### config.mk
export PLATFORM = sky130hd
export DESIGN_NAME = pidv_ctrl
export DESIGN_NICKNAME = d
export VERILOG_FILES = /design/src/sv/pidv_pkg.sv /design/src/sv/pidv_ctrl.sv
export SDC_FILE = /design/constraint.sdc
export NUM_CORES = 1
export LEC_CHECK = 0
export BUFFER_PORTS_ARGS = -buffer_cell sky130_fd_sc_hd__buf_2
export CAP_MARGIN = 20
export CORE_AREA = 2 2 39 41
export CTS_CLUSTER_SIZE = 16
export DETAILED_ROUTE_END_ITERATION = 16
export DIE_AREA = 0 0 41 43
export SYNTH_ARGS = -nofsm -noshare
export SYNTH_HDL_FRONTEND = slang
export SYNTH_SLANG_ARGS = --single-unit
### constraint.sdc
create_clock -name clock -period 3.05 [get_ports clock]
set_input_delay 0.305 -clock clock [delete_from_list [all_inputs] [get_ports clock]]
set_output_delay 0.305 -clock clock [all_outputs]
set_load 0.01 [all_outputs]
### src/sv/pidv_pkg.sv
package pidv_pkg;

   typedef struct packed {
      logic signed [31:0] measured_value;
      logic [31:0]        sample_time;
   } req_type;

   typedef struct packed {
      logic signed [31:0] drive;
      logic               zero_step;
   } rsp_type;

   typedef enum logic [3:0] {
      ST_IDLE,
      ST_PREP,
      ST_INTEG,
      ST_CLAMP,
      ST_DIV,
      ST_MUL_P,
      ST_MUL_I,
      ST_MUL_D,
      ST_SAT,
      ST_OUT
   } state_type;

   localparam int unsigned DIV_STEPS = 33;

   localparam logic [2:0] CSR_KP     = 3'd0;
   localparam logic [2:0] CSR_KI     = 3'd1;
   localparam logic [2:0] CSR_KD     = 3'd2;
   localparam logic [2:0] CSR_TARGET = 3'd3;
   localparam logic [2:0] CSR_LIMIT  = 3'd4;

   typedef struct packed {
      logic load;
      logic integ;
      logic clamp;
      logic div_start;
      logic div_step;
      logic mul_p;
      logic mul_i;
      logic mul_d;
      logic sat;
   } cmd_type;

   typedef struct packed {
      logic div_done;
   } sts_type;

endpackage

### src/sv/pidv_ctrl.sv
module pidv_ctrl (
   input  logic               clock,
   input  logic               reset,
   input  logic               req_valid,
   output logic               req_ready,
   output logic               rsp_valid,
   input  logic               rsp_ready,
   input  pidv_pkg::sts_type  sts,
   output pidv_pkg::cmd_type  cmd
);

   pidv_pkg::state_type state_ff, state_in;

   always_ff @(posedge clock) begin
      if (reset) begin
         state_ff <= pidv_pkg::ST_IDLE;
      end else begin
         state_ff <= state_in;
      end
   end

   always_comb begin
      state_in = state_ff;
      case (state_ff)
         pidv_pkg::ST_IDLE:  if (req_valid) state_in = pidv_pkg::ST_PREP;
         pidv_pkg::ST_PREP:  state_in = pidv_pkg::ST_INTEG;
         pidv_pkg::ST_INTEG: state_in = pidv_pkg::ST_CLAMP;
         pidv_pkg::ST_CLAMP: state_in = pidv_pkg::ST_DIV;
         pidv_pkg::ST_DIV:   if (sts.div_done) state_in = pidv_pkg::ST_MUL_P;
         pidv_pkg::ST_MUL_P: state_in = pidv_pkg::ST_MUL_I;
         pidv_pkg::ST_MUL_I: state_in = pidv_pkg::ST_MUL_D;
         pidv_pkg::ST_MUL_D: state_in = pidv_pkg::ST_SAT;
         pidv_pkg::ST_SAT:   state_in = pidv_pkg::ST_OUT;
         pidv_pkg::ST_OUT:   if (rsp_ready) state_in = pidv_pkg::ST_IDLE;
         default:            state_in = pidv_pkg::ST_IDLE;
      endcase
   end

   always_comb begin
      cmd       = '0;
      req_ready = 1'b0;
      rsp_valid = 1'b0;
      case (state_ff)
         pidv_pkg::ST_IDLE: begin
            req_ready = 1'b1;
            cmd.load  = req_valid;
         end
         pidv_pkg::ST_PREP:  cmd.div_start = 1'b1;
         pidv_pkg::ST_INTEG: begin
            cmd.integ    = 1'b1;
            cmd.div_step = 1'b1;
         end
         pidv_pkg::ST_CLAMP: begin
            cmd.clamp    = 1'b1;
            cmd.div_step = 1'b1;
         end
         pidv_pkg::ST_DIV:   cmd.div_step = 1'b1;
         pidv_pkg::ST_MUL_P: cmd.mul_p = 1'b1;
         pidv_pkg::ST_MUL_I: cmd.mul_i = 1'b1;
         pidv_pkg::ST_MUL_D: cmd.mul_d = 1'b1;
         pidv_pkg::ST_SAT:   cmd.sat = 1'b1;
         pidv_pkg::ST_OUT:   rsp_valid = 1'b1;
         default: ;
      endcase
   end

endmodule

==> metrics.md <==
| Metric | Value |
|---|---|
| Routability cong. | 0.708 |
| Slew Limit Fails | 0 |
| Skew-Pair Late Insertion Delay | 0.24 ns |
| Via/cell ratio | 4.70 |
| Initial core utilization | 22.3% |
| PwrDens | 449 nW/µm² |
| First-pass GRT wire length | 1.28 mm |
| Hold worst-path end | state_ff[1] |
| Post-cts sizing count | 0 |
| Share of the synthesized area in the top cell type | 25.9% |
| Fill count | 160 |
| Mean post-synth cell area | 7.19 µm² |
| Leak Pwr | 0.188 nW |
| Regs by FF count | state_ff: 4 flops |
| Antenna violations before repair | 0 |
| Antenna-violating nets left | 0 |
| Max VDD drop | 0.252 mV |
| CTS tree | yes |
| Synth Flop Type | dfxtp_1 |
| Top cells by area, synth | dfxtp_1 26%, nor3_1 8.1%, or4b_1 6.5% |
| Wire length per cell | 10.0 µm |
| Max cap viols | 0 |
| Die ar. | 1760 µm² |
| Fin. Hold Viols | 0 |
| FMAX | 0.580 GHz |
| HP Start | reset |
| # hold bufs at CTS | 0 |
| I/O Buffers | 15 |
| Endpoints failing setup | 0 |
| H-tree levels | 1 |
| Period utilisation layout | 56.6% |
| R2R cell count | 3 |
| GRT Overall Usage | 11.1% |
| CTS max path bufs | 2 |
| Worst path arrival time | 1.42 ns |
| Hold Path Stages | 2 |
| Async SR Flop Fraction | 0% |
| TritonCTS Sinks | 4 |
| Vias | 343 |
| Dpl hpwl | 513 µm |
| Syn Inst Count | 43 |
| Post-CTS setup buffers | 0 |
| Seq/Total Area, Yosys | 25.9% |
| Final min period | 1.73 ns |
| End of the worst register-to-register path | state_ff[0] |
| Critical path class | register to primary output |
| Startpoint Class | register |
| Slew @ Worst Pin | 0.432 ns |
| Reg with most FFs | state_ff |
| R2R Setup Slk | 1.68 ns |
| Area leader, netlist | dfxtp_1 |
| EDFF count, synth | 0 |
| Area occupied by multi-input gates | 206 µm² |
| Worst EP required | 2.74 ns |
| Synth cell types | 23 |
| Post-synth top cells | 5 x nor3_1, 4 x dfxtp_1, 4 x nand2_1, 4 x nor2_1 |
| Antenna cells | 0 |
| Final std cells w/o fill | 73 |
| Max reg flops | 4 |
| Core Box Area | 1380 µm² |
| Rel. slew slack | 71.1% |
| CTS Buf Count | 3 |
| Synthesis warning total | 0 |
| Row count | 14 |
| Layout Area Growth over Synthesis | 32.0% |
| Most frequent cell after synthesis | nor3_1 |
| Chip height | 43 µm |
| Hold Crit Class | input pin to register |
| RSZ-0062 raised after global routing | false |
| IO Pins | 16 |
| Die width | 41 µm |
| Largest net degree at the start of global routing | 15 |
| Number of global-route vias before repair | 286 |
| Total gr overflow | 0 |
| Placed Cells | 70 |
| Initial DRC Count | 10 |
| Root Buffer | clkbuf_4 |
| Share of layout cells above drive strength 1 | 33.3% |
| Detailed Routing Iterations Pass 1 | 4 |
| Max FO, Critical Path | 12 |
| Clk slew on worst S/H paths | 0.04 ns |
| Fin nets | 64 |
| Worst Skew | 0.00537 ns |
| FF+latch count, synth | 4 |
| Register area | 80.1 µm² |
| Mapped Nets | 48 |
| Drt total wl | 732 µm |
| Crit end category | primary output |
| Reg-to-Reg Start | state_ff[0] |
| Run status | complete, no violations |
| TNS Setup | 0 ns |
| DRC | 0 |
| Syn Std Cell Area | 309 µm² |
cell usage in the layout (no fill, tap or decap):
master / netlist / final
a21oi_1: 3 / 3
and2_1: 1 / 1
and3_1: 1 / 1
buf_2: 3 / 15
clkbuf_4: 0 / 3
dfxtp_1: 4 / 4
inv_1: 1 / 1
nand2_1: 4 / 4
nand2b_1: 2 / 2
nand3_1: 2 / 2
nand4bb_1: 1 / 1
nor2_1: 4 / 4
nor3_1: 5 / 5
nor3b_1: 1 / 1
nor4_2: 1 / 1
o21ai_0: 1 / 1
o21ai_1: 1 / 1
or2_1: 1 / 1
or3b_1: 1 / 1
or4_1: 1 / 1
or4b_1: 2 / 2
xnor2_1: 1 / 1
xor2_1: 1 / 1
critical path: stages, from the launching register on:
cell and delay [ns]:
dfxtp_1 0.53, or3b_1 0.38, a21oi_1 0.14, buf_2 0.14
layout make-up:
class	instances	share of cell area [%]
well taps	16	4.91
flip-flops and latches	4	19.6
inverters	1	0.920
repair buffers	15	18.4
multi-input cells	34	50.6
clock buffers	3	5.52
routing by layer:
metal	GRT usage (%)	vias to the layer above	wire, µm
met5	0	-	0
met4	4.00	0	0
met3	7.85	0	49
met2	13.1	11	314
met1	15.4	150	368
li1	-	182	-
logic make-up (layout without fill, tap and decap cells):
logic type / Yosys count / count (layout) / synth area share (%)
xor gates and xnor gates: 2 / 2 / 5.67
AOI/OAI and AO/OA: 5 / 5 / 8.09
and+or+nand+nor: 27 / 27 / 53.0
DFF: 4 / 4 / 25.9
buffers and inverters: 5 / 19 / 7.28
report_power, final:
group	internal (W)	switching, W	total [W]	leakage [nW]
Sequential	0.0000569	0.0000144	0.0000713	0.0327
Clock	0.0000440	0.0000220	0.0000660	0.0138
Combinational	0.0000234	0.0000223	0.0000458	0.141
Total	0.000124	0.0000587	0.000183	0.188
through the flow:
step	cell area [µm²]	hold WS (ns)	util, %	total power [W]	setup slack (ns)
2_1_floorplan	309	0.374	-	0.000102	1.64
3_3_place_gp	385	0.548	27.8	0.000118	1.57
3_5_place_dp	385	0.543	27.8	0.000118	1.56
4_1_cts	408	0.295	29.5	0.000187	1.31
5_1_grt	408	0.293	29.5	0.000202	1.19
6_report	408	0.297	29.5	0.000183	1.32
worst max-delay path by stage:
| stage | startpoint | to | slack [ns] | cells past startpoint |
|---|---|---|---|---|
| global route | state_ff[0] | cmd[1] | 1.19 | 4 |
| finish | state_ff[2] | cmd[4] | 1.32 | 3 |
| global placement | state_ff[2] | cmd[4] | 1.57 | 3 |
| CTS | state_ff[2] | cmd[4] | 1.31 | 3 |
| detailed placement | state_ff[2] | cmd[4] | 1.56 | 3 |
| floorplan | state_ff[3] | cmd[8] | 1.64 | 3 |
(Power assumes the default switching activity.)
